<file path="src/fbpa_pkg.sv">
// Shared types and constants of the fixed block pool allocator.
`timescale 1ns / 1ps

package fbpa_pkg;

  localparam int NUM_BLOCKS_DEF  = 32;
  localparam int BLOCK_BYTES_DEF = 64;

  localparam int ROW_W    = 32;
  localparam int ROW_BITS = 5;

  localparam logic [31:0] POOL_BASE_RST = 32'd4096;

  localparam logic REG_POOL_BASE = 1'b0;

  localparam logic OP_ALLOC = 1'b0;
  localparam logic OP_FREE  = 1'b1;

  typedef enum logic [1:0] {
    ST_ALLOCATED = 2'd0,
    ST_FULL      = 2'd1,
    ST_FREED     = 2'd2,
    ST_IGNORED   = 2'd3
  } status_t;

  typedef struct packed {
    logic    cap_in;
    logic    rd_alloc;
    logic    pick;
    logic    mul;
    logic    wr_alloc;
    logic    div_init;
    logic    div_step;
    logic    rd_free;
    logic    wr_free;
    logic    ld_out;
    status_t out_kind;
  } fbpa_cmd_t;

  typedef struct packed {
    logic in_op;
    logic any_free;
    logic free_ign;
    logic blk_used;
    logic out_free;
  } fbpa_sts_t;

endpackage

</file>
<file path="src/fbpa_ctrl.sv">
// Control state machine of the fixed block pool allocator.
`timescale 1ns / 1ps

module fbpa_ctrl (
  input  logic               clk,
  input  logic               rst_n,
  input  logic               in_valid,
  output logic               in_stall,
  input  fbpa_pkg::fbpa_sts_t sts,
  output fbpa_pkg::fbpa_cmd_t cmd
);

  typedef enum logic [8:0] {
    S_IDLE  = 9'b000000001,
    S_AFIND = 9'b000000010,
    S_APICK = 9'b000000100,
    S_AMUL  = 9'b000001000,
    S_AFIN  = 9'b000010000,
    S_FCHK  = 9'b000100000,
    S_FDIV  = 9'b001000000,
    S_FRD   = 9'b010000000,
    S_FUPD  = 9'b100000000
  } state_t;

  state_t state_r;
  state_t state_nxt;

  always_comb begin
    state_nxt = state_r;
    cmd       = '0;
    case (state_r)
      S_IDLE: begin
        if (in_valid) begin
          cmd.cap_in = 1'b1;
          state_nxt  = (sts.in_op == fbpa_pkg::OP_FREE) ? S_FCHK : S_AFIND;
        end
      end
      S_AFIND: begin
        if (sts.any_free) begin
          cmd.rd_alloc = 1'b1;
          state_nxt    = S_APICK;
        end else if (sts.out_free) begin
          cmd.ld_out   = 1'b1;
          cmd.out_kind = fbpa_pkg::ST_FULL;
          state_nxt    = S_IDLE;
        end
      end
      S_APICK: begin
        cmd.pick  = 1'b1;
        state_nxt = S_AMUL;
      end
      S_AMUL: begin
        cmd.mul   = 1'b1;
        state_nxt = S_AFIN;
      end
      S_AFIN: begin
        if (sts.out_free) begin
          cmd.wr_alloc = 1'b1;
          cmd.ld_out   = 1'b1;
          cmd.out_kind = fbpa_pkg::ST_ALLOCATED;
          state_nxt    = S_IDLE;
        end
      end
      S_FCHK: begin
        if (!sts.free_ign) begin
          cmd.div_init = 1'b1;
          state_nxt    = S_FDIV;
        end else if (sts.out_free) begin
          cmd.ld_out   = 1'b1;
          cmd.out_kind = fbpa_pkg::ST_IGNORED;
          state_nxt    = S_IDLE;
        end
      end
      S_FDIV: begin
        cmd.div_step = 1'b1;
        state_nxt    = S_FRD;
      end
      S_FRD: begin
        cmd.rd_free = 1'b1;
        state_nxt   = S_FUPD;
      end
      S_FUPD: begin
        if (sts.out_free) begin
          cmd.ld_out = 1'b1;
          if (sts.blk_used) begin
            cmd.wr_free  = 1'b1;
            cmd.out_kind = fbpa_pkg::ST_FREED;
          end else begin
            cmd.out_kind = fbpa_pkg::ST_IGNORED;
          end
          state_nxt = S_IDLE;
        end
      end
      default: begin
        state_nxt = S_IDLE;
      end
    endcase
  end

  assign in_stall = (state_r != S_IDLE);

  always_ff @(posedge clk) begin
    if (!rst_n) begin
      state_r <= S_IDLE;
    end else begin
      state_r <= state_nxt;
    end
  end

`ifndef SYNTHESIS
  a_load_needs_room: assert property (@(posedge clk) disable iff (!rst_n)
    cmd.ld_out |-> sts.out_free)
    else $error("result loaded while the output register is occupied");
  a_busy_after_accept: assert property (@(posedge clk) disable iff (!rst_n)
    (in_valid && !in_stall) |=> in_stall)
    else $error("input taken again right after a transaction");
  a_state_onehot: assert property (@(posedge clk) disable iff (!rst_n)
    $onehot(state_r))
    else $error("controller state is not one-hot");
`endif

endmodule

</file>
<file path="src/fbpa_dp.sv">
// Datapath of the fixed block pool allocator: used map, block index unit, counters, result register.
`timescale 1ns / 1ps

module fbpa_dp #(
  parameter int NUM_BLOCKS  = fbpa_pkg::NUM_BLOCKS_DEF,
  parameter int BLOCK_BYTES = fbpa_pkg::BLOCK_BYTES_DEF
) (
  input  logic                clk,
  input  logic                rst_n,
  input  fbpa_pkg::fbpa_cmd_t cmd,
  output fbpa_pkg::fbpa_sts_t sts,
  input  logic                in_opcode,
  input  logic [31:0]         in_free_address,
  input  logic [31:0]         pool_base,
  output logic                out_valid,
  input  logic                out_stall,
  output logic [1:0]          out_status,
  output logic [31:0]         out_block_address,
  output logic [4:0]          out_block_index,
  output logic [5:0]          out_used_count,
  output logic [31:0]         out_alloc_total,
  output logic [31:0]         out_free_total
);

  localparam int ROW_W      = fbpa_pkg::ROW_W;
  localparam int ROW_BITS   = fbpa_pkg::ROW_BITS;
  localparam int IDX_W      = $clog2(NUM_BLOCKS);
  localparam int NROW_USED  = (NUM_BLOCKS + ROW_W - 1) / ROW_W;
  localparam int RA_W       = (NROW_USED > 1) ? $clog2(NROW_USED) : 1;
  localparam int ROWS       = 2 ** RA_W;
  localparam int CI_W       = RA_W + ROW_BITS;
  localparam int UC_W       = $clog2(NUM_BLOCKS + 1);
  localparam int POOL_BYTES = NUM_BLOCKS * BLOCK_BYTES;
  localparam int OFF_W      = $clog2(POOL_BYTES);
  localparam int DIV_SH     = OFF_W + $clog2(BLOCK_BYTES);
  localparam int PROD_W     = 2 * OFF_W + 1;
  // Rounded-up reciprocal of the block size; exact for every offset below 2^OFF_W.
  localparam logic [OFF_W:0] DIV_MUL = (OFF_W + 1)'(
    ((longint'(1) << DIV_SH) + longint'(BLOCK_BYTES) - 1) / longint'(BLOCK_BYTES));

  logic [31:0]       addr_r;
  logic [OFF_W-1:0]  rem_r;
  logic [IDX_W-1:0]  quot_r;
  logic [ROW_W-1:0]  mem_r [ROWS];
  logic [ROWS-1:0]   row_vld_r;
  logic [ROWS-1:0]   row_full_r;
  logic [ROW_W-1:0]  rd_data_r;
  logic              rd_vld_r;
  logic [RA_W-1:0]   rd_row_r;
  logic [CI_W-1:0]   idx_r;
  logic [ROW_W-1:0]  new_row_r;
  logic [31:0]       prod_r;
  logic [UC_W-1:0]   used_cnt_r;
  logic [31:0]       alloc_cnt_r;
  logic [31:0]       free_cnt_r;

  logic              out_valid_r;
  fbpa_pkg::status_t out_status_r;
  logic [31:0]       out_addr_r;
  logic [4:0]        out_index_r;
  logic [5:0]        out_used_r;
  logic [31:0]       out_alloc_r;
  logic [31:0]       out_free_r;

  logic [31:0]       offset;
  logic [PROD_W-1:0] div_prod;
  logic [RA_W-1:0]   free_row_enc;
  logic              any_free;
  logic [ROW_W-1:0]  pad;
  logic [ROW_W-1:0]  row_val;
  logic [ROW_BITS-1:0] pick_bit;
  logic [CI_W-1:0]   ci_f;
  logic [RA_W-1:0]   frow;
  logic [ROW_BITS-1:0] fbit;
  logic [RA_W-1:0]   rd_row;
  logic [RA_W-1:0]   wr_row;
  logic [ROW_W-1:0]  wr_data;
  logic              mem_we;
  logic              mem_re;
  logic [UC_W-1:0]   used_nxt;
  logic [31:0]       alloc_nxt;
  logic [31:0]       free_nxt;
  logic [31:0]       res_addr;
  logic [4:0]        res_index;

  assign offset   = addr_r - pool_base;
  assign div_prod = PROD_W'(rem_r) * PROD_W'(DIV_MUL);

  always_comb begin
    free_row_enc = '0;
    any_free     = 1'b0;
    for (int r = ROWS - 1; r >= 0; r--) begin
      if (!row_full_r[r]) begin
        free_row_enc = RA_W'(r);
        any_free     = 1'b1;
      end
    end
  end

  always_comb begin
    for (int b = 0; b < ROW_W; b++) begin
      pad[b] = (((32'(rd_row_r) << ROW_BITS) | 32'(b)) >= 32'(NUM_BLOCKS));
    end
  end

  assign row_val = rd_vld_r ? rd_data_r : pad;

  always_comb begin
    pick_bit = '0;
    for (int b = ROW_W - 1; b >= 0; b--) begin
      if (!row_val[b]) begin
        pick_bit = ROW_BITS'(b);
      end
    end
  end

  assign ci_f = CI_W'(quot_r);
  assign frow = ci_f[CI_W-1:ROW_BITS];
  assign fbit = ci_f[ROW_BITS-1:0];

  assign mem_re  = cmd.rd_alloc | cmd.rd_free;
  assign mem_we  = cmd.wr_alloc | cmd.wr_free;
  assign rd_row  = cmd.rd_alloc ? free_row_enc : frow;
  assign wr_row  = cmd.wr_alloc ? idx_r[CI_W-1:ROW_BITS] : frow;
  assign wr_data = cmd.wr_alloc ? new_row_r : (row_val & ~(ROW_W'(1) << fbit));

  always_comb begin
    used_nxt  = used_cnt_r;
    alloc_nxt = alloc_cnt_r;
    free_nxt  = free_cnt_r;
    if (cmd.wr_alloc) begin
      used_nxt  = used_cnt_r + UC_W'(1);
      alloc_nxt = alloc_cnt_r + 32'd1;
    end else if (cmd.wr_free) begin
      used_nxt = used_cnt_r - UC_W'(1);
      free_nxt = free_cnt_r + 32'd1;
    end
  end

  always_comb begin
    case (cmd.out_kind)
      fbpa_pkg::ST_ALLOCATED: begin
        res_addr  = pool_base + prod_r;
        res_index = 5'(idx_r);
      end
      fbpa_pkg::ST_FREED: begin
        res_addr  = '0;
        res_index = 5'(ci_f);
      end
      default: begin
        res_addr  = '0;
        res_index = '0;
      end
    endcase
  end

  always_ff @(posedge clk) begin
    if (mem_we) begin
      mem_r[wr_row] <= wr_data;
    end
    if (mem_re) begin
      rd_data_r <= mem_r[rd_row];
    end
  end

  always_ff @(posedge clk) begin
    if (cmd.cap_in) begin
      addr_r <= in_free_address;
    end
    if (cmd.div_init) begin
      rem_r <= OFF_W'(offset);
    end
    if (cmd.div_step) begin
      quot_r <= div_prod[DIV_SH +: IDX_W];
    end
    if (mem_re) begin
      rd_row_r <= rd_row;
    end
    if (cmd.pick) begin
      idx_r     <= {rd_row_r, pick_bit};
      new_row_r <= row_val | (ROW_W'(1) << pick_bit);
    end
    if (cmd.mul) begin
      prod_r <= 32'(idx_r) * 32'(BLOCK_BYTES);
    end
    if (cmd.ld_out) begin
      out_status_r <= cmd.out_kind;
      out_addr_r   <= res_addr;
      out_index_r  <= res_index;
      out_used_r   <= 6'(used_nxt);
      out_alloc_r  <= alloc_nxt;
      out_free_r   <= free_nxt;
    end
  end

  always_ff @(posedge clk) begin
    if (!rst_n) begin
      row_vld_r   <= '0;
      rd_vld_r    <= 1'b0;
      used_cnt_r  <= '0;
      alloc_cnt_r <= '0;
      free_cnt_r  <= '0;
      out_valid_r <= 1'b0;
      for (int r = 0; r < ROWS; r++) begin
        row_full_r[r] <= ((r * ROW_W) >= NUM_BLOCKS);
      end
    end else begin
      if (mem_re) begin
        rd_vld_r <= row_vld_r[rd_row];
      end
      if (mem_we) begin
        row_vld_r[wr_row]  <= 1'b1;
        row_full_r[wr_row] <= &wr_data;
      end
      used_cnt_r  <= used_nxt;
      alloc_cnt_r <= alloc_nxt;
      free_cnt_r  <= free_nxt;
      out_valid_r <= cmd.ld_out | (out_valid_r & out_stall);
    end
  end

  assign sts.in_op    = in_opcode;
  assign sts.any_free = any_free;
  assign sts.free_ign = (addr_r == 32'd0) || (offset >= 32'(POOL_BYTES));
  assign sts.blk_used = row_val[fbit];
  assign sts.out_free = !out_valid_r || !out_stall;

  assign out_valid         = out_valid_r;
  assign out_status        = out_status_r;
  assign out_block_address = out_addr_r;
  assign out_block_index   = out_index_r;
  assign out_used_count    = out_used_r;
  assign out_alloc_total   = out_alloc_r;
  assign out_free_total    = out_free_r;

`ifndef SYNTHESIS
  a_alloc_has_room: assert property (@(posedge clk) disable iff (!rst_n)
    cmd.wr_alloc |-> (used_cnt_r < UC_W'(NUM_BLOCKS)))
    else $error("block allocated while every block is in use");
  a_free_has_user: assert property (@(posedge clk) disable iff (!rst_n)
    cmd.wr_free |-> (used_cnt_r != '0))
    else $error("block released while no block is in use");
  a_alloc_counts: assert property (@(posedge clk) disable iff (!rst_n)
    cmd.wr_alloc |=> (used_cnt_r == ($past(used_cnt_r) + UC_W'(1))))
    else $error("used count did not follow an allocation");
`endif

endmodule

</file>
<file path="src/fixed_block_pool_allocator.sv">
// Top level of the fixed block pool allocator: register port, controller and datapath.
`timescale 1ns / 1ps

// Channel | Handshake         | Payload
// in      | in_valid/in_stall   | in_opcode, in_free_address
// out     | out_valid/out_stall | out_status, out_block_address, out_block_index,
//         |                     | out_used_count, out_alloc_total, out_free_total
// cfg     | psel/penable/pready | paddr, pwrite, pwdata, prdata (pool_base at 0)
//
// An allocation runs from acceptance through a search of the
// row-full flags, a registered read of the used-map row, the bit pick and the address multiply;
// an allocation from a full pool ends after the flag search.
// A free runs through the pool check, a reciprocal multiply that gives the block index,
// and a registered read and update of the used-map row; a free of null or outside the pool
// ends after the pool check.
// Reset is synchronous: all blocks free, counters zero, pool_base 4096, no clearing pass.
// A stalled result stays in the output register and the block holds its work until it drains.

module fixed_block_pool_allocator #(
  parameter int NUM_BLOCKS  = fbpa_pkg::NUM_BLOCKS_DEF,
  parameter int BLOCK_BYTES = fbpa_pkg::BLOCK_BYTES_DEF
) (
  input  logic        clk,
  input  logic        rst_n,
  input  logic        in_valid,
  output logic        in_stall,
  input  logic        in_opcode,
  input  logic [31:0] in_free_address,
  output logic        out_valid,
  input  logic        out_stall,
  output logic [1:0]  out_status,
  output logic [31:0] out_block_address,
  output logic [4:0]  out_block_index,
  output logic [5:0]  out_used_count,
  output logic [31:0] out_alloc_total,
  output logic [31:0] out_free_total,
  input  logic        psel,
  input  logic        penable,
  input  logic        pwrite,
  input  logic [2:0]  paddr,
  input  logic [31:0] pwdata,
  output logic [31:0] prdata,
  output logic        pready
);

  fbpa_pkg::fbpa_cmd_t cmd;
  fbpa_pkg::fbpa_sts_t sts;
  logic [31:0]         pool_base_r;
  logic                cfg_wr;

  assign pready = 1'b1;
  assign cfg_wr = psel && penable && pwrite && (paddr[2] == fbpa_pkg::REG_POOL_BASE);
  assign prdata = (paddr[2] == fbpa_pkg::REG_POOL_BASE) ? pool_base_r : 32'd0;

  always_ff @(posedge clk) begin
    if (!rst_n) begin
      pool_base_r <= fbpa_pkg::POOL_BASE_RST;
    end else if (cfg_wr) begin
      pool_base_r <= pwdata;
    end
  end

  fbpa_ctrl u_ctrl (
    .clk      (clk),
    .rst_n    (rst_n),
    .in_valid (in_valid),
    .in_stall (in_stall),
    .sts      (sts),
    .cmd      (cmd)
  );

  fbpa_dp #(
    .NUM_BLOCKS  (NUM_BLOCKS),
    .BLOCK_BYTES (BLOCK_BYTES)
  ) u_dp (
    .clk               (clk),
    .rst_n             (rst_n),
    .cmd               (cmd),
    .sts               (sts),
    .in_opcode         (in_opcode),
    .in_free_address   (in_free_address),
    .pool_base         (pool_base_r),
    .out_valid         (out_valid),
    .out_stall         (out_stall),
    .out_status        (out_status),
    .out_block_address (out_block_address),
    .out_block_index   (out_block_index),
    .out_used_count    (out_used_count),
    .out_alloc_total   (out_alloc_total),
    .out_free_total    (out_free_total)
  );

endmodule
</file>
<file path="config.mk">
export PLATFORM = sky130hd
export DESIGN_NAME = fixed_block_pool_allocator
export DESIGN_NICKNAME = d
export VERILOG_FILES = /design/src/fbpa_pkg.sv /design/src/fbpa_ctrl.sv /design/src/fbpa_dp.sv /design/src/fixed_block_pool_allocator.sv
export SDC_FILE = /design/constraint.sdc
export NUM_CORES = 1
export LEC_CHECK = 0
export ABC_AREA = 0
export BUFFER_PORTS_ARGS = -buffer_cell sky130_fd_sc_hd__buf_2
export CAP_MARGIN = 20
export CORE_ASPECT_RATIO = 0.5
export CORE_MARGIN = 1
export CORE_UTILIZATION = 29
export CTS_BUF_LIST = sky130_fd_sc_hd__clkbuf_4 sky130_fd_sc_hd__clkbuf_8
export DETAILED_ROUTE_END_ITERATION = 16
export SLEW_MARGIN = 20
export SYNTH_ARGS = -nofsm -noshare
export SYNTH_HDL_FRONTEND = slang
export SYNTH_SLANG_ARGS = --single-unit
</file>
<file path="constraint.sdc">
create_clock -name clk -period 10.3 [get_ports clk]
set_input_delay 2.06 -clock clk [delete_from_list [all_inputs] [get_ports clk]]
set_output_delay 2.06 -clock clk [all_outputs]
set_load 0.005 [all_outputs]
</file>
# ---- After elaboration in Yosys (flattened, before gate mapping)
# Memories as Yosys holds them, arrays and structs flattened. A register that Yosys moved wholly into a read port is not among the register bits.
# Index checks and enable logic that the tools add are counted.
dict set report classes {
  n_addsub 6
  order_cmp 37
  n_eq_ne 12
  n_shift 2
  n_mux 83
  bitwise 9
  reduce_logical 12
}
# cell count
set op_table {}
lappend op_table {{greater-or-equal comparator 6 bit, second input constant} 32}
lappend op_table {{two-way mux 32 bit} 6}
lappend op_table {{two-way mux 5 bit} 32}
lappend op_table {{one-hot mux 9 bit (8 select lines)} 1}
lappend op_table {{adder 32 x 1 -> 32 bit, second input constant} 2}
lappend op_table {{<< shifter 1 x 5 -> 32 bit, first input constant} 2}
lappend op_table {{two-way mux 9 bit} 4}
lappend op_table {{adder 32 x 12 -> 32 bit} 1}
lappend op_table {{AND 32 bit} 1}
lappend op_table {{greater-or-equal comparator 32 x 12 -> 1 bit, second input constant} 1}
lappend op_table {{logical NOT 32 bit} 1}
lappend op_table {{NOT 32 bit} 1}
lappend op_table {{bitwise OR 32 bit} 1}
lappend op_table {{AND reduction 32 bit} 1}
lappend op_table {{subtractor 32 bit} 1}
lappend op_table {{two-way mux 1 bit} 26}
lappend op_table {{two-way mux 6 bit} 3}
lappend op_table {{two-way mux 3 bit} 5}
lappend op_table {{one-hot mux 3 bit (4 select lines)} 1}
lappend op_table {{one-hot mux 5 bit (2 select lines)} 1}
lappend op_table {{== test 9 x 1 -> 1 bit, second input constant} 1}
lappend op_table {{== test 9 x 2 -> 1 bit, second input constant} 1}
lappend op_table {{== test 9 x 3 -> 1 bit, second input constant} 1}
lappend op_table {{== test 9 x 4 -> 1 bit, second input constant} 1}
lappend op_table {{other kinds (26)} 34}
dict set report totals {
  register_bits 319
  mem_bits_rw 64
  word_cells 184
  mem_count 1
}
# memory words word_bits read_ports rd_ports_with_merged_regs wr line_no
set mem_list {}
lappend mem_list {u_dp.mem_r 2 32 1 1 1 fbpa_dp.sv:44} ;# logic [ROW_W-1:0] mem_r [ROWS];

# ---- Longest topological paths before layout
# Gate-level depths: netlist of run 1.
dict set report logic_depth {
  ltp_word 36
  depth_mapped 16
  mapped_depth_nobuf 14
}

# ---- Modules after synthesis
# From an unflattened synthesis of run 1, not the netlist that was laid out.
dict set report hier_totals {
  cells_unflattened 1772
  hier_area_um2 19399.9
}
# mod instances cells_per_inst area_per_inst_um2 seq_area_each_um2
set by_module_without_submodules {}
lappend by_module_without_submodules {fbpa_dp 1 1513 17137.7 10289.9}
lappend by_module_without_submodules {fixed_block_pool_allocator 1 177 1542.7 640.6}
lappend by_module_without_submodules {fbpa_ctrl 1 82 719.4 180.2}

# ---- Least setup slack after synthesis of run 1
# No wires, ideal clock.
dict set report synth_path {
  path_type {input port to flip-flop}
  startpoint {in out_stall}
  endpoint {reg u_dp.out_alloc_r[0] (netlist: u_dp.out_alloc_total[0]) (enable)}
  arrival_time_ns 7.574
  t_required_ns 9.722
  slack_ns 2.148
  cell_stages 6
  n_path_buf 2
  path_cell_list {and2_1 > clkbuf_1 > nor3_2 > clkbuf_1 > nor3_1 > nor2_1}
}
# item line_no
set synth_rtl {}
lappend synth_rtl {{start: declaration} fixed_block_pool_allocator.sv:30} ;# input logic out_stall,
lappend synth_rtl {{end signal: assignment} fbpa_dp.sv:191} ;# out_alloc_r <= alloc_nxt;
lappend synth_rtl {{end: declaration} fbpa_dp.sv:62} ;# logic [31:0] out_alloc_r;

==> flow_results.org, run 1 <==
** Worst setup path
- The worst setup path is launched from a register.
- End of the worst register-to-register path :: u_dp.out_block_index[0]
- Highest net fanout along the worst path :: 76
- For this design, the slowest cell found on the critical path is sky130_fd_sc_hd__buf_4.
- For the worst setup path, the data required time is 10.53 ns.
- Startpoint of the most critical register-to-register path :: u_dp.addr_r[0]
- The worst register-to-register path has a depth of 15.
- Ordered list of cells on the worst path :: inv_1 > ha_1 > fa_1 > nand2b_1 > a21oi_1 > o21ai_2 > o31ai_2 > o2111ai_1 > and3b_1 > o22ai_1 > nor4_4 > o22ai_2 > nor3_1 > nor2_4 > buf_4
- STA classifies the critical path endpoint as a register.
- Worst reg2reg setup slack :: 4.57 ns
- For this run, the slowest stage of the critical path takes 0.88 ns.
- Category of the critical setup timing path :: register to register
- Endpoint arrival time on the critical path :: 5.96 ns

** Layout
- Net count, final :: 2170
- Cells with a size suffix above 1 make up 18.7% of the layout.
- Area added between synthesis and finish :: 18.1%

** Synthesis
- Count of unique library cells instantiated by Yosys :: 81
- Top-area cell type share of the netlist area :: 45.4%
- Counting flops and latches in the post-synthesis netlist gives 409.
- sky130_fd_sc_hd__edfxtp_1 takes more of the synthesized area than any other cell.
- Share of synthesized registers carrying an async set or reset :: 0%
- Sequential elements use 57.5% of the synthesized area.
- The mapped netlist covers 19300 um^2.
- Number of synthesized flops with an enable pin :: 292
- Synthesis produced a netlist whose cell count is 1832.
- Ranked by total cell area, the synthesized netlist is headed by sky130_fd_sc_hd__edfxtp_1, sky130_fd_sc_hd__dfxtp_1, sky130_fd_sc_hd__nand2_1.
- Top flip-flop cell by instance count after synthesis :: sky130_fd_sc_hd__edfxtp_1
- Dividing the synthesized area by the synthesized cell count gives 10.5 um^2.
- YS warnings :: 0

** Floorplanning
- Pin placement for this block handled 219 I/O pins.
- The initial utilization of the core area, before any placement, comes to 29.5%.
- The die is 184 um tall.
- The floorplan step defined a die boundary enclosing 67700 um^2.
- Standard-cell rows :: 66
- The core region is 65400 um^2.
- Horiz. Die Dim :: 367 um

** Global route
- The number of antenna violations at the first check in global routing is 1.
- First-pass GRT wire length :: 77300 um
- Via count of the first global-routing pass :: 13878
- For this run, the total global-route usage over all layers was measured as 14.5%.
- Total congestion overflow after global routing :: 0
- Maximum number of pins on one net before global-route repair :: 113

** Clocking
- Hold repair after CTS inserted 0 buffers.
- The number of gates resized after CTS was 0.
- TritonCTS created 67 clock buffers.
- Count of buffers added by post-CTS timing repair for setup :: 0
- The H-tree was split into 3 levels.
- The clock net in this run drives a total of 409 sinks.
- Counting along the longest clock path gives a buffer depth of 3.
- CTS tree :: built
- Clock insertion delay at the later pin of the skew report :: 0.62 ns
- Root Driver :: sky130_fd_sc_hd__clkbuf_8
- Clock slew at the register clock pins of the worst setup and hold paths :: 0.06 ns

** STA
- Max-slew violation count :: 0
- RSZ-0062 raised after global routing :: false
- Final worst slack :: 4.57 ns
- Slew margin rel. :: 28.3%
- Sum of negative setup slack :: 0 ns
- Static timing analysis puts the maximum clock frequency at 0.175 GHz.
- Setup violations remaining at the end of the flow were counted as 0.
- Maximum clock skew at final layout :: 0.0289 ns
- Final worst path period share :: 55.6%
- For the pin with the worst max-slew slack, the measured transition is 1.08 ns.
- Final min period :: 5.73 ns
- Hold Vio Cnt, Final :: 0

** Power
- Power density relative to cell area :: 175 nW/um^2
- After layout, the design draws a total of 3.99 mW.
- Leakage power figure :: 8.74 nW
- Across the VDD grid, the largest voltage drop is 0.0753 mV.

** Detailed routing
- Number of DRC markers after the initial detailed-route iteration :: 1118
- Avg WL per Cell :: 16.7 um
- DRC :: 0
- The detail route stage leaves a number of antenna-violating nets equal to 0.
- For this run, the detailed router's first-pass iteration total came to 5.
- Total routed wirelength :: 50000 um
- Avg Vias per Cell :: 4.78
- Summing over every cut layer, the via total after detailed routing is 14290.

** Worst hold path
- Worst hold path cell count :: 0
- Worst Hold Endpoint :: u_dp.fbit[0]
- Hold wc startpoint :: u_dp.rem_r[6]
- Hold WC Path Type :: register to register

** Place
- Dpl hpwl :: 35000 um
- Pre-CTS worst setup slack :: 4.26 ns
- Port buffering added 215 buffers.
- Final weighted congestion of routability-driven global placement :: 0.932

** Flow run
- Max Cap Viol :: 0

** Run status
- The flow ran to the end, and the final reports show no timing, DRC or antenna violations.
-- kinds of logic after synthesis --
group / after synthesis / synth area share [%]
AOI/OAI and AO/OA: 328 / 11.2
xor gates and xnor gates: 99 / 4.49
adders and majority gates: 43 / 2.86
buffers and inverters: 142 / 2.91
DFF: 409 / 57.5
muxes: 32 / 1.85
other: 1 / 0.0194
and+or+nand+nor: 778 / 19.2
-- state kept, by name (all words and copies together), names as in the netlist, 5 cells and up --
register	flops
u_ctrl.state_r	9
u_dp.free_cnt_r	32
u_dp.alloc_cnt_r	32
pool_base_r	32
u_dp.out_free_total	32
u_dp.out_alloc_total	32
u_dp.prod_r	6
u_dp.addr_r	32
u_dp.rd_data_r	32
u_dp.rem_r	5
u_dp.out_used_count	6
u_dp.out_block_address	32
u_dp.idx_r	6
u_dp.mem_r	64
u_dp.used_cnt_r	6
u_dp.fbit	5
u_dp.out_block_index	5
u_dp.new_row_r	32
-- power breakdown --
| part | switching (mW) | total [mW] | internal [mW] | leakage [nW] |
|---|---|---|---|---|
| Clock | 0.666 | 1.55 | 0.882 | 0.771 |
| Combinational | 0.374 | 0.573 | 0.199 | 4.28 |
| Sequential | 0.0341 | 1.87 | 1.83 | 3.69 |
-- how the worst max path moves through the flow --
stage              startpoint                        to  slack, ns  depth (start not counted)
6_report       u_dp.addr_r[0]   u_dp.out_block_index[0]       4.57                         15
5_1_grt        u_dp.addr_r[0]   u_dp.out_block_index[4]       4.15                         15
4_1_cts        u_dp.addr_r[0]  u_dp.out_alloc_total[18]       4.25                         15
3_5_place_dp   u_dp.addr_r[0]  u_dp.out_alloc_total[25]       4.26                         15
3_3_place_gp   u_dp.addr_r[0]  u_dp.out_alloc_total[25]       4.39                         15
2_1_floorplan       out_stall   u_dp.out_alloc_total[0]       2.15                          6
-- worst max-delay path: cells and delay by family, from the launching register on --
family	cells	cell delay, ns
flops	1	0.35
buf+inv	2	0.93
fa+ha+maj	2	0.57
compound gates	6	2.06
simple gates	5	1.32
-- cells in the mapped netlist (5+ instances only) --
library cell / instances
sky130_fd_sc_hd__o221ai_1: 5
sky130_fd_sc_hd__nor3b_1: 7
sky130_fd_sc_hd__nand2b_1: 13
sky130_fd_sc_hd__ha_1: 41
sky130_fd_sc_hd__nor3_1: 28
sky130_fd_sc_hd__mux2_2: 9
sky130_fd_sc_hd__o21bai_1: 6
sky130_fd_sc_hd__o21a_1: 11
sky130_fd_sc_hd__a31oi_1: 16
sky130_fd_sc_hd__and4_1: 7
sky130_fd_sc_hd__xnor2_1: 80
sky130_fd_sc_hd__inv_1: 61
sky130_fd_sc_hd__edfxtp_1: 292
sky130_fd_sc_hd__a21boi_0: 33
sky130_fd_sc_hd__o21ai_0: 55
sky130_fd_sc_hd__mux2i_1: 21
sky130_fd_sc_hd__o211a_1: 5
sky130_fd_sc_hd__dfxtp_1: 117
sky130_fd_sc_hd__xor2_1: 19
sky130_fd_sc_hd__a21oi_1: 109
sky130_fd_sc_hd__nand4_1: 33
sky130_fd_sc_hd__nor4_1: 18
sky130_fd_sc_hd__nor2b_1: 16
sky130_fd_sc_hd__clkbuf_1: 62
sky130_fd_sc_hd__o31ai_1: 16
sky130_fd_sc_hd__and3_1: 13
sky130_fd_sc_hd__buf_2: 14
sky130_fd_sc_hd__or3_1: 10
sky130_fd_sc_hd__nor2_1: 229
sky130_fd_sc_hd__or2_2: 5
sky130_fd_sc_hd__a211oi_1: 15
sky130_fd_sc_hd__nand2_1: 252
sky130_fd_sc_hd__a21o_1: 21
sky130_fd_sc_hd__and2_1: 82
sky130_fd_sc_hd__nand3_1: 41
-- through the flow --
step | hold WS (ns) | std cells | cell area, um^2 | util (%)
floorplan | 0.400 | 1833 | 19300 | -
global placement | 0.412 | 2866 | 21300 | 32.6
detailed placement | 0.425 | 2866 | 21300 | 32.6
CTS | 0.427 | 2989 | 22800 | 34.8
global route | 0.432 | 2991 | 22800 | 34.9
finish | 0.422 | 2991 | 22800 | 34.9
-- layout by cell type, fill, tap and decap left out, types with 9 or more instances in the layout --
| cell type | count |
|---|---|
| sky130_fd_sc_hd__ha_1 | 41 |
| sky130_fd_sc_hd__nor3_1 | 27 |
| sky130_fd_sc_hd__nand3_1 | 41 |
| sky130_fd_sc_hd__clkbuf_8 | 71 |
| sky130_fd_sc_hd__nor4_1 | 17 |
| sky130_fd_sc_hd__mux2i_1 | 21 |
| sky130_fd_sc_hd__clkbuf_4 | 31 |
| sky130_fd_sc_hd__and2_1 | 82 |
| sky130_fd_sc_hd__buf_4 | 15 |
| sky130_fd_sc_hd__buf_2 | 214 |
| sky130_fd_sc_hd__a211oi_1 | 15 |
| sky130_fd_sc_hd__a21oi_1 | 109 |
| sky130_fd_sc_hd__a21boi_0 | 33 |
| sky130_fd_sc_hd__nand4_1 | 33 |
| sky130_fd_sc_hd__o21a_1 | 11 |
| sky130_fd_sc_hd__inv_1 | 61 |
| sky130_fd_sc_hd__and3_1 | 13 |
| sky130_fd_sc_hd__nand2_1 | 252 |
| sky130_fd_sc_hd__edfxtp_1 | 292 |
| sky130_fd_sc_hd__dfxtp_1 | 117 |
| sky130_fd_sc_hd__nor2b_1 | 15 |
| sky130_fd_sc_hd__o21ai_0 | 55 |
| sky130_fd_sc_hd__mux2_2 | 9 |
| sky130_fd_sc_hd__nor2_1 | 227 |
| sky130_fd_sc_hd__a31oi_1 | 16 |
| sky130_fd_sc_hd__a21o_1 | 21 |
| sky130_fd_sc_hd__o31ai_1 | 16 |
| sky130_fd_sc_hd__or3_1 | 10 |
| sky130_fd_sc_hd__xor2_1 | 19 |
| sky130_fd_sc_hd__xnor2_1 | 80 |
| sky130_fd_sc_hd__nand2b_1 | 13 |
-- layer usage --
metal	part of all wire, %	up-vias	track usage [%]
met4	2.4	0	4.35
met5	0	-	0
li1	-	6961	-
met3	5.5	94	2.89
met1	43	6869	18.3
met2	49	366	24.9
-- area by class of cell --
cell class / count / area, um^2
timing repair buffer: 230 / 1210
multi-input combinational: 1282 / 7700
inverter: 62 / 233
clock inverter: 21 / 244
antenna: 1 / 2.50
sequential: 409 / 11100
tap: 884 / 1110
clock buffer: 102 / 1210
fill: 6609 / 42600
Note: power is estimated with default switching activity, not from simulation.
==> inputs of run 2 (changes only) <==
- ABC_AREA: 0 -> 1
- clock period: 10.3 -> 5.8 ns (I/O delays scaled with it)
==> run 2 against run 1 <==
Clock-buffer cell count decreased by 14. Synthesized area is 2.7% higher. Flip-flop and latch count did not move. Die area rose by 2.7%. Critical endpoint is now u_dp.out_free_total[15]. Highest routed layer is now met5.
==> flow_results.org, run 2 <==
** STA
- The accumulated negative setup slack was 0 ns (unchanged).
- Number of failing setup endpoints in the final timing report :: 0 (unchanged)
- Maximum clock skew at final layout :: 0.0294 ns (+0.000430 ns)
- Transition at the pin with the smallest max-transition slack :: 0.968 ns (-0.108 ns)
- Final worst slack :: 1.48 ns (-3.09 ns)
- RSZ-0062 raised after global routing :: false
- Slew margin rel. :: 35.3% (+7.1 points)
- The final number of hold-violating endpoints is 0 (unchanged).
- The final number of max-transition violations is 0 (unchanged).
- The worst hold slack was 0.418 ns (-0.00314 ns).
- Final min period :: 4.32 ns (-1.41 ns)
- The final critical-path share of the clock period came to 74.5% (+19 points).
- Fmax achieved :: 0.231 GHz (+33%)

** Synthesis
- The post-synthesis mux area share was 0% (-1.8 points).
- Synthesized-area fraction occupied by ao, oa, aoi and oai cells :: 8.91% (-2.3 points)
- In the post-synthesis netlist, the biggest area contributors are sky130_fd_sc_hd__edfxtp_1, sky130_fd_sc_hd__dfxtp_1, sky130_fd_sc_hd__nand2_1.
- Summed over all instances, the cell type with the most area after synthesis is sky130_fd_sc_hd__edfxtp_1.
- YS warnings :: 0 (unchanged)
- Ranking of synthesized cells by instance count :: sky130_fd_sc_hd__nand2_1, sky130_fd_sc_hd__edfxtp_1, sky130_fd_sc_hd__inv_1
- Most common cell in the netlist :: sky130_fd_sc_hd__nand2_1
- Synthesized area divided by synthesized cell count :: 9.35 um^2 (-11%)
- Top-area cell type share of the netlist area :: 44.2% (-1.2 points)
- Sequential cell area fraction in the yosys report :: 56.0% (-1.5 points)
- The post-synthesis cell count came to 2123 (+16%).
- Number of synthesized flops with an enable pin :: 292 (unchanged)
- Top flip-flop cell by instance count after synthesis :: sky130_fd_sc_hd__edfxtp_1
- The async set-reset flop share out of synthesis was 0% (unchanged).
- After synthesis, the largest family of logic cells by area is simple AND/OR/NAND/NOR gates.
- The share of synthesized cell area in and, or, nand and nor gates came to 21.7% (+2.6 points).
- The xor-xnor portion of the synthesized cell area is 3.42% (-1.1 points).
- The area share of fa/ha/maj cells after synthesis is 2.79% (-0.077 points).
- Netlist area before placement :: 19800 um^2 (+2.7%)
- The synthesis-stage register bit count was 409 (unchanged).
- Count of unique library cells instantiated by Yosys :: 67 (-17%)

** Place
- The worst setup slack before clock tree synthesis is 1.31 ns (-2.95 ns).
- The post-placement cell area came to 21900 um^2 (+2.7%).
- The half-perimeter wire length after placement is 38800 um (+11%).
- The count of buffers from port buffering came to 215 (unchanged).
- Final weighted congestion of routability-driven global placement :: 0.918 (-1.6%)

** Worst setup path
- Endpoint arrival time on the critical path :: 4.64 ns (-1.32 ns)
- Worst r2r path cells :: 22 (+7)
- Category of the critical setup timing path :: register to register
- Max stage delay cell, worst path :: sky130_fd_sc_hd__inv_4
- CP startpoint kind :: register
- Required @ worst endpoint :: 6.12 ns (-4.41 ns)
- The largest fanout on the critical path is 72 (-5.3%).
- The cell that appears most often on the critical path is sky130_fd_sc_hd__nand2_1.
- Ordered list of cells on the worst path :: inv_1 > ha_1 > fa_1 > nand3b_1 > nand2_1 > a21oi_2 > o21ai_1 > a21oi_1 > o21ai_1 > nand2_1 > nand2_1 > nand2_1 > a21o_1 > nor3b_1 > nand4_1 > nor2_1 > nand3_1 > nand2_1 > nand2_1 > o21ai_0 > inv_4 > buf_12
- Timing startpoint of the critical path :: u_dp.addr_r[0]
- The delay contributed by the slowest stage of the critical path is 0.44 ns (-0.44 ns).
- Startpoint of the most critical register-to-register path :: u_dp.addr_r[0]
- STA classifies the critical path endpoint as a register.

** Power
- Leakage power figure :: 9.00 nW (+3.0%)
- Power density relative to cell area :: 288 nW/um^2 (+65%)
- The final total power was 6.69 mW (+68%).
- Peak supply drop :: 0.152 mV (+100%)

** Layout
- The post-layout net count is 2483 (+14%).
- The combined flip-flop and latch cell area came to 11100 um^2 (about the same).
- The area of combinational cells with multiple inputs was 7340 um^2 (-4.7%).
- Area added between synthesis and finish :: 17.1%
- Max FFs per register :: 64 (unchanged)
- Leaving out fill and tap cells, the most frequent cell in the layout is sky130_fd_sc_hd__nand2_1.
- Register name with the most flops :: u_dp.mem_r
- The number of filler instances in the final layout came to 6803 (+2.9%).
- The library cells used most frequently in the layout, excluding fill and tap cells, are sky130_fd_sc_hd__nand2_1, sky130_fd_sc_hd__edfxtp_1, sky130_fd_sc_hd__inv_1, sky130_fd_sc_hd__nor2_1, sky130_fd_sc_hd__buf_2.
- Fraction of final layout cells with drive strength greater than 1 :: 17.6% (-1.0 points)
- Final instance area :: 23200 um^2 (+1.8%)

** Run status
- The flow ran to the end, and the final reports show no timing, DRC or antenna violations.

** Clocking
- Root Driver :: sky130_fd_sc_hd__clkbuf_8
- Clock slew at the register clock pins of the worst setup and hold paths :: 0.06 ns (about the same)
- Number of levels the H-tree was split into :: 3 (unchanged)
- The number of clock buffers inserted by TritonCTS was 68 (+1.5%).
- The number of setup buffers added after CTS is 0 (unchanged).
- Bufs on Longest Clock Path :: 3 (unchanged)
- The count of instances resized after the clock tree is built is 0 (unchanged).
- The quantity of hold-fixing buffers added after cts came to 0 (unchanged).
- Clock insertion delay at the later pin of the skew report :: 0.67 ns (+0.05 ns)
- The clock net sink count was 409 (unchanged).
- TritonCTS built the clock tree.

** Detailed routing
- Final antenna-violating net count :: 0 (unchanged)
- The starting DRC count in detailed routing came to 1068 (-4.5%).
- The average vias per placed instance came to 4.67 (-2.2%).
- The number of remaining DRC errors was 0 (unchanged).
- The number of iterations in the first detailed-routing pass was 6 (+1).
- Avg WL per Cell :: 16.1 um (-3.8%)
- Total routed wirelength :: 53300 um (+6.6%)
- The total vias in the final route was 15495 (+8.4%).

** Floorplanning
- Horiz. Die Dim :: 372 um (+1.4%)
- Starting utilization of the core area :: 29.5% (-0.051 points)
- Die Footprint :: 69500 um^2 (+2.7%)
- The height of the chip was 187 um (+1.3%).
- Count of pins on the block boundary :: 219 (unchanged)
- Standard-cell rows :: 67 (+1.5%)
- The area of the core came to 67300 um^2 (+2.9%).

** Global route
- The maximum number of pins on one net before global-route repair is 73 (-35%).
- The global router's overall resource usage is 15.4% (+0.90 points).
- Number of antenna violations at the first check in global routing :: 7 (+6)
- The first-pass GRT wire length is 83600 um (+8.3%).
- Total congestion overflow after global routing :: 0 (unchanged)
- The number of global-route vias before repair came to 15320 (+10%).

** Worst hold path
- Hold wc startpoint :: u_dp.rem_r[8]
- The min-delay analysis places its worst path in the category register to register.
- Worst hold path cell count :: 0 (unchanged)

** Flow run
- Max Cap Viol :: 0 (unchanged)
run 2: cell types whose count changed in the layout (fill, tap and decap cells not counted), moves of 24 or more:
cell	previous run	this run
sky130_fd_sc_hd__nor3_1	27	51
sky130_fd_sc_hd__a21boi_0	33	0
sky130_fd_sc_hd__xnor2_1	80	15
sky130_fd_sc_hd__o21ai_0	55	126
sky130_fd_sc_hd__inv_1	61	281
sky130_fd_sc_hd__xor2_1	19	57
sky130_fd_sc_hd__nand2_1	252	392
sky130_fd_sc_hd__nand3_1	41	90
sky130_fd_sc_hd__and2_1	82	15
run 2: cells by family (layout without fill, tap and decap cells):
| group | count (synthesis) | after routing |
|---|---|---|
| AND/OR/NAND/NOR | 922 | 922 |
| flip-flops | 409 | 409 |
| buffers and inverters | 359 | 648 |
| AO/OA/AOI/OAI | 314 | 314 |
| XOR/XNOR | 75 | 75 |
| adder cells (fa/ha/maj) | 43 | 43 |
| other | 1 | 8 |
run 2: stage by stage:
stage	cells	utilization (%)
2_1_floorplan	2124	-
3_3_place_gp	3192	32.5
3_5_place_dp	3192	32.5
4_1_cts	3310	34.5
5_1_grt	3315	34.5
6_report	3316	34.5
run 2: power by group:
part	switching (mW)	internal, mW	leakage, nW	total [mW]
Clock	1.19	1.37	0.683	2.56
Combinational	0.589	0.276	4.77	0.865
Sequential	0.0446	3.22	3.55	3.27
run 2: worst paths after layout:
path / to / slack (ns)
worst min-delay path: u_dp.fbit[2] / 0.42
worst max-delay path: u_dp.out_free_total[15] / 1.48
worst max register to register: u_dp.out_free_total[15] / 1.48
worst min register to register: u_dp.fbit[2] / 0.42
run 2: routing by layer:
| layer | GRT usage (%) | vias to the layer above | wire length [um] | share of wire (%) |
|---|---|---|---|---|
| li1 | - | 7650 | - | - |
| met1 | 19.1 | 7377 | 23000 | 43 |
| met2 | 25.8 | 363 | 25900 | 49 |
| met3 | 3.48 | 103 | 2740 | 5.1 |
| met4 | 6.08 | 2 | 1700 | 3.2 |
| met5 | 0 | - | 13 | 0.024 |
run 2: final cells by class:
cell class / count / area share (%)
Timing Repair Buffer: 228 / 5.10
Antenna cell: 6 / 0.0646
Multi-Input combinational cell: 1356 / 31.6
Tap cell: 897 / 4.83
Clock buffer: 88 / 4.73
Clock inverter: 30 / 0.948
Sequential cell: 409 / 47.8
Inverter: 302 / 4.94
run 2: worst max-delay path: cells and delay by family (launching register included):
kind | cells | cell delay (ns)
compound gates | 6 | 1.03
fa+ha+maj | 2 | 0.56
buf+inv | 3 | 0.90
flops | 1 | 0.35
simple gates | 11 | 1.03
